## src/rtl/civdg_pkg.sv

```systemverilog
// Shared types, constants and calendar tables for the civil date day gap block.
// No dependencies; imported by civdg_date and civil_date_day_gap_top.
package civdg_pkg;

  localparam int YEAR_W   = 14;
  localparam int MD_W     = 7;
  localparam int GAP_W    = 22;
  localparam int STATUS_W = 2;

  localparam logic [YEAR_W-1:0] YEAR_MAX   = 14'd9999;
  localparam logic [14:0]       YEAR_SHIFT = 15'd400;

  // floor(y / 100) = (y * RECIP_100) >> Q100_SHIFT for y < 2**14
  localparam logic [12:0] RECIP_100  = 13'd5243;
  localparam int          Q100_SHIFT = 19;
  // floor(yy / 400) = (yy * RECIP_400) >> Q400_SHIFT for yy < 2**15
  localparam logic [13:0] RECIP_400  = 14'd10486;
  localparam int          Q400_SHIFT = 22;

  localparam logic [17:0]      DAYS_PER_ERA = 18'd146097;
  localparam logic [GAP_W-1:0] GAP_MAX      = 22'd3652424;

  typedef enum logic [STATUS_W-1:0] {
    STATUS_OK         = 2'd0,
    STATUS_FIRST_BAD  = 2'd1,
    STATUS_SECOND_BAD = 2'd2
  } status_t;

  // Per-stage load enables for the date pipeline.
  typedef struct packed {
    logic s1;
    logic s2;
    logic s3;
    logic s4;
  } pipe_adv_t;

  // Days in a month; zero for a month code outside 1..12.
  function automatic logic [4:0] month_len(input logic [MD_W-1:0] m, input logic leap);
    logic [4:0] len;
    unique case (m)
      7'd1, 7'd3, 7'd5, 7'd7, 7'd8, 7'd10, 7'd12: len = 5'd31;
      7'd4, 7'd6, 7'd9, 7'd11:                   len = 5'd30;
      7'd2:                                      len = leap ? 5'd29 : 5'd28;
      default:                                   len = 5'd0;
    endcase
    return len;
  endfunction

  // Days from March 1 to the first of the month (year starts in March).
  function automatic logic [8:0] march_offset(input logic [MD_W-1:0] m);
    logic [8:0] ofs;
    unique case (m)
      7'd3:    ofs = 9'd0;
      7'd4:    ofs = 9'd31;
      7'd5:    ofs = 9'd61;
      7'd6:    ofs = 9'd92;
      7'd7:    ofs = 9'd122;
      7'd8:    ofs = 9'd153;
      7'd9:    ofs = 9'd184;
      7'd10:   ofs = 9'd214;
      7'd11:   ofs = 9'd245;
      7'd12:   ofs = 9'd275;
      7'd1:    ofs = 9'd306;
      7'd2:    ofs = 9'd337;
      default: ofs = 9'd0;
    endcase
    return ofs;
  endfunction

endpackage

```

## src/rtl/civdg_date.sv

```systemverilog
// Four-stage pipeline: validates one date and converts it to a serial day count.
// Depends on civdg_pkg; stage enables come from the top level's valid/ready chain.
module civdg_date import civdg_pkg::*; (
  input  logic              clk,
  input  pipe_adv_t         adv,
  input  logic [YEAR_W-1:0] year,
  input  logic [MD_W-1:0]   month,
  input  logic [MD_W-1:0]   day,
  output logic              date_ok,
  output logic [GAP_W-1:0]  serial
);

  // stage 1: century quotient, March-based year
  logic [26:0]       prod100;
  logic [7:0]        q100_nxt;
  logic [14:0]       yy_nxt;
  logic [YEAR_W-1:0] y1_r;
  logic [MD_W-1:0]   m1_r;
  logic [MD_W-1:0]   d1_r;
  logic [7:0]        q1_r;
  logic [14:0]       yy1_r;

  always_comb begin
    prod100  = 27'(year) * 27'(RECIP_100);
    q100_nxt = 8'(prod100 >> Q100_SHIFT);
    yy_nxt   = 15'(year) + YEAR_SHIFT - ((month <= 7'd2) ? 15'd1 : 15'd0);
  end

  always_ff @(posedge clk) begin
    if (adv.s1) begin
      y1_r  <= year;
      m1_r  <= month;
      d1_r  <= day;
      q1_r  <= q100_nxt;
      yy1_r <= yy_nxt;
    end
  end

  // stage 2: leap rule, range check, era, day of year
  logic        leap;
  logic [13:0] cent_yr;
  logic        ok_nxt;
  logic [28:0] prod400;
  logic [5:0]  era_nxt;
  logic [8:0]  doy_nxt;
  logic        ok2_r;
  logic [5:0]  era2_r;
  logic [14:0] yy2_r;
  logic [8:0]  doy2_r;

  always_comb begin
    cent_yr = 14'(14'(q1_r) * 14'd100);
    // divisible by 400 == divisible by 100 and quotient divisible by 4
    leap    = (y1_r[1:0] == 2'b00) && ((y1_r != cent_yr) || (q1_r[1:0] == 2'b00));
    ok_nxt  = (y1_r <= YEAR_MAX) && (d1_r != 7'd0) &&
              (d1_r <= 7'(month_len(m1_r, leap)));
    prod400 = 29'(yy1_r) * 29'(RECIP_400);
    era_nxt = 6'(prod400 >> Q400_SHIFT);
    doy_nxt = march_offset(m1_r) + 9'(d1_r) - 9'd1;
  end

  always_ff @(posedge clk) begin
    if (adv.s2) begin
      ok2_r  <= ok_nxt;
      era2_r <= era_nxt;
      yy2_r  <= yy1_r;
      doy2_r <= doy_nxt;
    end
  end

  // stage 3: year of era
  logic [14:0] era_yrs;
  logic [8:0]  yoe_nxt;
  logic        ok3_r;
  logic [5:0]  era3_r;
  logic [8:0]  yoe3_r;
  logic [8:0]  doy3_r;

  always_comb begin
    era_yrs = 15'(15'(era2_r) * 15'd400);
    yoe_nxt = 9'(yy2_r - era_yrs);
  end

  always_ff @(posedge clk) begin
    if (adv.s3) begin
      ok3_r  <= ok2_r;
      era3_r <= era2_r;
      yoe3_r <= yoe_nxt;
      doy3_r <= doy2_r;
    end
  end

  // stage 4: day of era plus whole eras
  logic [1:0]       c100;
  logic [17:0]      doe;
  logic [23:0]      era_days;
  logic [GAP_W-1:0] serial_nxt;
  logic             ok4_r;
  logic [GAP_W-1:0] serial4_r;

  always_comb begin
    if (yoe3_r >= 9'd300)      c100 = 2'd3;
    else if (yoe3_r >= 9'd200) c100 = 2'd2;
    else if (yoe3_r >= 9'd100) c100 = 2'd1;
    else                       c100 = 2'd0;
    doe        = 18'(yoe3_r) * 18'd365 + 18'(yoe3_r >> 2) - 18'(c100) + 18'(doy3_r);
    era_days   = 24'(era3_r) * 24'(DAYS_PER_ERA);
    serial_nxt = GAP_W'(era_days + 24'(doe));
  end

  always_ff @(posedge clk) begin
    if (adv.s4) begin
      ok4_r     <= ok3_r;
      serial4_r <= serial_nxt;
    end
  end

  assign date_ok = ok4_r;
  assign serial  = serial4_r;

endmodule

```

## src/rtl/civil_date_day_gap_top.sv

```systemverilog
// A request accepted on in_ready passes the four date stages, then the registered
// gap/status stage, before it shows on out_valid.
// Throughput: one request per cycle unless stalled; a stall holds only full
// stages; bubbles are squeezed out, so input keeps flowing while a result waits.
// Reset: synchronous, active-low rst_n clears all valid bits; payload is not reset.
// Depends on civdg_pkg and civdg_date.
module civil_date_day_gap_top import civdg_pkg::*; (
  input  logic                clk,
  input  logic                rst_n,
  input  logic                in_valid,
  output logic                in_ready,
  input  logic [YEAR_W-1:0]   in_first_year,
  input  logic [MD_W-1:0]     in_first_month,
  input  logic [MD_W-1:0]     in_first_day,
  input  logic [YEAR_W-1:0]   in_second_year,
  input  logic [MD_W-1:0]     in_second_month,
  input  logic [MD_W-1:0]     in_second_day,
  output logic                out_valid,
  input  logic                out_ready,
  output logic [GAP_W-1:0]    out_day_gap,
  output logic [STATUS_W-1:0] out_status
);

  logic [4:1] v_r;
  logic [4:1] rdy;
  logic       rdy_out;
  pipe_adv_t  adv;

  logic                out_valid_r;
  logic [GAP_W-1:0]    out_day_gap_r;
  status_t             out_status_r;

  // a stage may load when empty or when its contents move on
  always_comb begin
    rdy_out = !out_valid_r || out_ready;
    rdy[4]  = !v_r[4] || rdy_out;
    rdy[3]  = !v_r[3] || rdy[4];
    rdy[2]  = !v_r[2] || rdy[3];
    rdy[1]  = !v_r[1] || rdy[2];
    adv.s1  = rdy[1];
    adv.s2  = rdy[2];
    adv.s3  = rdy[3];
    adv.s4  = rdy[4];
  end

  assign in_ready = rdy[1];

  always_ff @(posedge clk) begin
    if (!rst_n) begin
      v_r         <= '0;
      out_valid_r <= 1'b0;
    end else begin
      if (rdy[1])  v_r[1]      <= in_valid;
      if (rdy[2])  v_r[2]      <= v_r[1];
      if (rdy[3])  v_r[3]      <= v_r[2];
      if (rdy[4])  v_r[4]      <= v_r[3];
      if (rdy_out) out_valid_r <= v_r[4];
    end
  end

  logic             ok_a;
  logic             ok_b;
  logic [GAP_W-1:0] serial_a;
  logic [GAP_W-1:0] serial_b;

  civdg_date u_date_a (
    .clk     (clk),
    .adv     (adv),
    .year    (in_first_year),
    .month   (in_first_month),
    .day     (in_first_day),
    .date_ok (ok_a),
    .serial  (serial_a)
  );

  civdg_date u_date_b (
    .clk     (clk),
    .adv     (adv),
    .year    (in_second_year),
    .month   (in_second_month),
    .day     (in_second_day),
    .date_ok (ok_b),
    .serial  (serial_b)
  );

  // output stage: error priority and absolute difference
  status_t          status_nxt;
  logic [GAP_W-1:0] gap_nxt;

  always_comb begin
    if (!ok_a) begin
      status_nxt = STATUS_FIRST_BAD;
      gap_nxt    = '0;
    end else if (!ok_b) begin
      status_nxt = STATUS_SECOND_BAD;
      gap_nxt    = '0;
    end else begin
      status_nxt = STATUS_OK;
      gap_nxt    = (serial_a >= serial_b) ? (serial_a - serial_b) : (serial_b - serial_a);
    end
  end

  always_ff @(posedge clk) begin
    if (rdy_out && v_r[4]) begin
      out_day_gap_r <= gap_nxt;
      out_status_r  <= status_nxt;
    end
  end

  assign out_valid   = out_valid_r;
  assign out_day_gap = out_day_gap_r;
  assign out_status  = out_status_r;

  // errored requests carry a zero gap
  assert property (@(posedge clk) disable iff (!rst_n)
    out_valid_r |-> (out_status_r == STATUS_OK) || (out_day_gap_r == '0))
    else $error("nonzero gap on an errored request");

  // gap of two valid dates stays in range
  assert property (@(posedge clk) disable iff (!rst_n)
    (out_valid_r && out_status_r == STATUS_OK) |-> (out_day_gap_r <= GAP_MAX))
    else $error("day gap out of range");

  // last date stage holds its request and data while the output stage is blocked
  assert property (@(posedge clk) disable iff (!rst_n)
    (v_r[4] && !rdy[4]) |=> (v_r[4] && $stable(serial_a) && $stable(serial_b) &&
                             $stable(ok_a) && $stable(ok_b)))
    else $error("stalled request lost in date pipeline");

endmodule
```

## config.mk

```make
export PLATFORM = sky130hd
export DESIGN_NAME = civil_date_day_gap_top
export DESIGN_NICKNAME = d
export VERILOG_FILES = /design/src/rtl/civdg_pkg.sv /design/src/rtl/civdg_date.sv /design/src/rtl/civil_date_day_gap_top.sv
export SDC_FILE = /design/constraint.sdc
export NUM_CORES = 2
export LEC_CHECK = 0
export BUFFER_PORTS_ARGS = -buffer_cell sky130_fd_sc_hd__clkbuf_2
export CORE_MARGIN = 2
export CORE_UTILIZATION = 38
export CTS_CLUSTER_DIAMETER = 80
export DETAILED_ROUTE_END_ITERATION = 16
export PLACE_DENSITY = 0.5
export SETUP_SLACK_MARGIN = 0.5
export SLEW_MARGIN = 10
export SYNTH_ARGS = -nofsm -noshare
export SYNTH_HDL_FRONTEND = slang
export SYNTH_SLANG_ARGS = --single-unit
export TNS_END_PERCENT = 100
```

## constraint.sdc

```tcl
create_clock -name clk -period 7.75 [get_ports clk]
set_input_delay 0 -clock clk [delete_from_list [all_inputs] [get_ports clk]]
set_output_delay 0 -clock clk [all_outputs]
set_load 0.01 [all_outputs]
```

# Word-level counts from Yosys, hierarchy flattened
# Memories as Yosys holds them, arrays and structs flattened. A register that Yosys moved wholly into a read port is not among the register bits.
# Index checks and enable logic that the tools add are counted.
# W data, S select, Z words.
totals:
  register_bits: 277
  rom_bits: 288
  inputBits: 60
  out_inout_bits: 26
  wordCells: 160
  n_memories: 2
op_classes:
  n_addsub: 20
  n_mul: 12
  n_lt_le_gt_ge: 13
  eq_ne: 26
  muxes: 18
  n_reduce_logical: 32
memory_table:
  columns: ["memory", "depth", "word_bits", "rd", "rd_clocked_by_memory_dff", "wr", "line_no", "rtl"]
  rows:
  - ["(no name shown)", 16, 9, 1, 1, 0, "civdg_pkg.sv:52", "unique case (m)"]
  - ["(no name shown)", 16, 9, 1, 1, 0, "civdg_pkg.sv:52", null]
ops:
  columns: ["op", "count"]
  rows:
  - ["$eq A7 B4 Y1 const B", 10]
  - ["$eq A7 B3 Y1 const B", 8]
  - ["$mul A14 B13 Y27 const B", 2]
  - ["$mul A15 B13 Y27 const B", 2]
  - ["$add A22 B18 Y22", 2]
  - ["$mul A6 B18 Y22 const B", 2]
  - ["$sub A22 B22 Y22", 2]
  - ["$add A18 B7 Y18", 2]
  - ["$add A18 B9 Y18", 2]
  - ["$mul A9 B9 Y18 const B", 2]
  - ["$sub A18 B2 Y18", 2]
  - ["$add A14 B9 Y15 const B", 2]
  - ["$pmux W5 S3", 2]
  - ["$sub A15 B15 Y15", 2]
  - ["$eq A7 B2 Y1 const B", 4]
  - ["$le A14 B14 Y1 const B", 2]
  - ["$ne A14 B14 Y1", 2]
  - ["$mul A8 B5 Y12 const B", 2]
  - ["$ge A22 B22 Y1", 1]
  - ["$mux W22", 1]
  - ["$add A9 B7 Y9", 2]
  - ["$ge A9 B7 Y1 const B", 2]
  - ["$ge A9 B8 Y1 const B", 2]
  - ["$ge A9 B9 Y1 const B", 2]
  - ["other kinds (19)", 59]

# Longest topological paths before layout
logic_depth:
  ltp_word: 8
  ltp_mapped: 39
  mapped_depth_nobuf: 39

# Modules after synthesis
# From an unflattened synthesis, not the netlist that was laid out.
unflattened:
  hier_cells: 3776
  area_unflattened_um2: 39341.5
modules_own_cells:
  columns: ["mod", "n_inst", "cells_each", "area_per_inst_um2", "seq_area_each_um2"]
  rows:
  - ["civdg_date at u_date_b", 1, 1683, 17987.3, 3903.7]
  - ["civdg_date at u_date_a", 1, 1657, 17900.9, 3903.7]
  - ["civil_date_day_gap_top", 1, 436, 3453.3, 820.8]

# Worst setup path before layout
# No wires, ideal clock.
synth_timing:
  path_kind: "flip-flop to flip-flop"
  from: "reg u_date_b.yoe3_r[4]"
  to: "reg u_date_b.serial4_r[19] (netlist: u_date_b.serial[19]), data pin"
  setup_time_ns: 0.266
  t_arrival_ns: 6.722
  t_required_ns: 7.484
  path_slack_ns: 0.762
  path_stages_with_launch: 40
  path_buffers: 0
  period_less_slack_ns: 6.988
  cell_sequence: "edfxtp_1 > inv_1 > ha_1 > a21oi_1 > nor2b_1 > o21ai_0 > o211ai_1 > or2_2 > inv_1 > ha_1 > inv_1 > ha_1 > inv_1 > ha_1 > inv_1 > fa_1 > inv_1 > ha_1 > [4 not listed] > a21boi_0 > o21ai_0 > a21oi_1 > o21ai_0 > a21oi_1 > nor2_1 > xor2_1 > fa_1 > inv_1 > ha_1 > a21o_1 > a21o_1 > a21oi_1 > nor2_1 > a21oi_1 > o31ai_1 > o41ai_1 > xnor2_1"
synth_between:
  elab_chain_len: 7
  elab_cells_between_ends: 11
  classes_between: "add/sub (4); mul (1); order compare (3); mux (3)"
synth_rtl:
  columns: ["item", "line_no", "rtl"]
  rows:
  - ["start: declaration", "civdg_date.sv:76", "logic [8:0] yoe3_r;"]
  - ["start signal: assignment", "civdg_date.sv:88", "yoe3_r <= yoe_nxt;"]
  - ["branches (longest 4 deep; another with $mul A9 B9 Y18)", null, null]
  - ["$sub A18 B2 Y18 (*)", "civdg_date.sv:106", "doe = 18'(yoe3_r) * 18'd365 + 18'(yoe3_r >> 2) - 18'(c100) + 18'(doy3_r);"]
  - ["$add A18 B9 Y18 (*)", "civdg_date.sv:106", null]
  - ["$add A22 B18 Y22 (*)", "civdg_date.sv:108", "serial_nxt = GAP_W'(era_days + 24'(doe));"]
  - ["via u_date_b.serial_nxt[19]", "civdg_date.sv:97", "logic [GAP_W-1:0] serial_nxt;"]
  - ["end signal: assignment", "civdg_date.sv:114", "serial4_r <= serial_nxt;"]
  - ["end: declaration", "civdg_date.sv:99", "logic [GAP_W-1:0] serial4_r;"]
# Mark *: on every way through the listed nets, which the timed path passes.
# A chain may end at the register's enable or synchronous reset.

# Worst setup path after layout
layout_timing:
  from: "reg u_date_a.yoe3_r[3]"
  to: "reg u_date_a.serial4_r[20] (netlist: u_date_a.serial[20]), data pin"
layout_between:
  elab_chain_len: 7
  elab_cells_between_ends: 11
  classes_between: "add/sub (4); mul (1); order compare (3); mux (3)"
layout_rtl:
  columns: ["item", "line_no"]
  rows:
  - ["start: declaration", "civdg_date.sv:76"]
  - ["start signal: assignment", "civdg_date.sv:88"]
  - ["branches (longest 4 deep; another with $mul A9 B9 Y18)", null]
  - ["$sub A18 B2 Y18 (*)", "civdg_date.sv:106"]
  - ["$add A18 B9 Y18 (*)", "civdg_date.sv:106"]
  - ["$add A22 B18 Y22 (*)", "civdg_date.sv:108"]
  - ["via u_date_a.serial_nxt[20]", "civdg_date.sv:97"]
  - ["end signal: assignment", "civdg_date.sv:114"]
  - ["end: declaration", "civdg_date.sv:99"]
# Marks and branches as above.

==> run_results.csv <==
group,metric,value,unit
worst_setup_path,critPathMaxFanout,4,
sta,hold_violations,0,
grt,grt_pass1_vias,25500,
grt,grt_max_degree,58,
worst_setup_path,path_common_cell,"ha_1",
worst_hold_path,hp-class,"input pin to flip-flop",
placement,place_congestion,0.862,
cts,clock-sinks,295,
synthesis,syn_nets,4944,
synthesis,synth_top_area_cell,"ha_1",
final_layout,drive_gt1_share,6.42,%
sta,clock_skew,19.3,ps
sta,rsz0062_at_grt,"yes",
cts,numCtsBuffers,39,
synthesis,syn-cell-area,0.0385,sq mm
worst_setup_path,worstSetupPathType,"flip-flop to flip-flop",
sta,maxClockFrequency,0.143,GHz
sta,worstMarginPinSlew,1080,ps
floorplanning,die_area,0.104,sq mm
floorplanning,num_rows,116,
placement,pre_cts_ws,212,ps
sta,fin_tns_setup,0,ps
cts,cts_tree,"done",
drt,viasPerCell,4.65,
worst_setup_path,critPathLaunchType,"flip-flop",
synthesis,seq_area_frac_synth,22.4,%
sta,relSlewSlack,27.9,%
cts,clk_latency,560,ps
floorplanning,core,0.100,sq mm
worst_setup_path,required,8060,ps
final_layout,nets,5147,
flow_run,drv_cap,0,
floorplanning,initial_core_util,38.4,%
placement,place_inst,5067,
final_layout,fillers,9684,
sta,setup_ws,778,ps
floorplanning,ioPinCount,86,
sta,fin_crit,6970,ps
cts,clk_pin_slew,60,ps
run_status,status,"finished clean",
drt,drc,0,
sta,fin_crit_sh,90.0,%
synthesis,synth_warnings,0,
drt,antenna_left,0,
synthesis,synth_edf_count,272,
sta,setup_viol,0,
synthesis,synth_seq_cells,295,
drt,routedWlPerCell,15.4,um
grt,globalRouteOverflowTotal,0,
placement,portBuffers,85,
cts,h-tree-depth,2,
synthesis,synth_cells,3629,
cts,cts-root-buf,"clkbuf_16",
drt,routed_wirelength,80.3,mm
synthesis,postSynthAreaPerCell,10.6,sq um
synthesis,yosys-top-cells-area,"ha_1, fa_1, edfxtp_1, inv_1, xnor2_1",
worst_setup_path,crit_slowest_cell,"fa_1",
synthesis,synth_common_cells,"inv_1, ha_1, fa_1",
synthesis,synth.distinct_cells,71,
drt,route.vias.total,24300,
synthesis,async_reset_ff_share,0,%
worst_setup_path,crit_path_max_incr_delay,550,ps
final_layout,syn2layout_area_growth,11.5,%
drt,first_iter_violations,858,
floorplanning,die_w,322,um
floorplanning,die_y,322,um
worst_setup_path,end_kind,"flip-flop",
placement,dpl.hpwl,68.5,mm
worst_setup_path,arrival,7280,ps
synthesis,synth_top_flop_cell,"edfxtp_1",
grt,antenna_found_initial,3,
final_layout,finalNonFillerCells,5219,
synthesis,synth_top_area_share,26.8,%
synthesis,yosysMostFrequentCell,"inv_1",
drt,dr.pass1.iters,5,
cts,clock_path_buffers,3,
grt,grt_use_total,16.0,%
grt,grt_pass1_wl,133,mm
sta,slew_viol_final,0,
## layout by cell type, fill, tap and decap left out, types with 18 or more instances in the layout
cell	instances
nor2_1	99
o21ai_0	81
edfxtp_1	272
o21a_1	22
mux2i_1	25
nand2_1	84
xnor2_1	149
a21o_1	83
a211oi_1	18
nand2b_1	23
inv_1	923
nand3_1	35
nor2b_1	25
xor2_1	63
nor3_1	25
fa_1	429
a21oi_1	128
dfxtp_1	23
clkbuf_2	85
clkbuf_16	41
buf_4	35
ha_1	818
dlygate4sd3_1	61
o21bai_1	28
## kinds of logic after synthesis
logic type	after synthesis	synth area share, %
xor gates and xnor gates	212	4.82
adders and majority gates	1255	49.2
and+or+nand+nor	387	4.95
buffers and inverters	951	9.40
muxes	27	0.708
AOI/OAI and AO/OA	502	8.53
DFF	295	22.4
## critical path, delay by kind of cell, from the launching register on
family | cells | cell delay, ps
AND/OR/NAND/NOR | 3 | 470
flip-flops | 1 | 450
buffers and inverters | 3 | 150
XOR/XNOR | 2 | 250
adder cells (fa/ha/maj) | 8 | 2670
AO/OA/AOI/OAI | 16 | 2690
## state kept, by name (all words and copies together), names as in the netlist, 14 cells and up, named ones only
signal	count
u_date_b.serial	22
u_date_b.y1_r	14
u_date_a.y1_r	14
u_date_b.yy1_r	15
out_day_gap	22
u_date_a.serial	22
u_date_a.yy1_r	15
## metal layers
layer | global-route usage [%] | part of all wire, % | routed length [um]
met1 | 21.3 | 47 | 37500
met2 | 28.3 | 49 | 39700
met3 | 1.70 | 2.3 | 1840
met4 | 2.98 | 1.5 | 1230
met5 | 0 | 0.026 | 21
## final cells by class
| class | count | area, sq um | share of cell area, % |
|---|---|---|---|
| clock buffers | 48 | 1050 | 2.45 |
| multi-input cells | 2383 | 26500 | 61.6 |
| inverters | 932 | 3500 | 8.15 |
| clock inverters | 21 | 285 | 0.664 |
| repair buffers | 181 | 1300 | 3.03 |
| flip-flops and latches | 295 | 8630 | 20.1 |
| diodes | 2 | 5.00 | 0.0117 |
| well taps | 1357 | 1700 | 3.95 |
## path summary, 6_finish.rpt
kind	start	end	slack [ps]	cells after the start
setup / recovery	u_date_a.yoe3_r[3]$_DFFE_PP_	u_date_a.serial[20]$_DFFE_PP_	780	32
hold / removal	in_second_day[4]	u_date_b.d1_r[4]$_DFFE_PP_	170	2
setup reg to reg	u_date_a.yoe3_r[3]$_DFFE_PP_	u_date_a.serial[20]$_DFFE_PP_	780	32
hold reg to reg	u_date_b.doy2_r[7]$_DFFE_PP_	u_date_b.doy3_r[7]$_DFFE_PP_	400	0
## through the flow
step	utilization [%]	cell area (sq um)	hold slack, ps
2_1_floorplan	-	38500	98.9
3_3_place_gp	40.5	40600	178
3_5_place_dp	40.5	40600	180
4_1_cts	42.6	42700	116
5_1_grt	42.8	42900	134
6_report	42.8	42900	166
## timing repair
item,4_1_cts,5_1_grt
endpoints found under the setup margin,9,18
endpoints found under the hold margin,73,0
hold buffers,61,0
buffers inserted,10,10
pin swaps,3,13
resized for setup,8,48
Power is not shown: default switching activity piles up to over one toggle a cycle in this logic, so the estimate is an artifact.
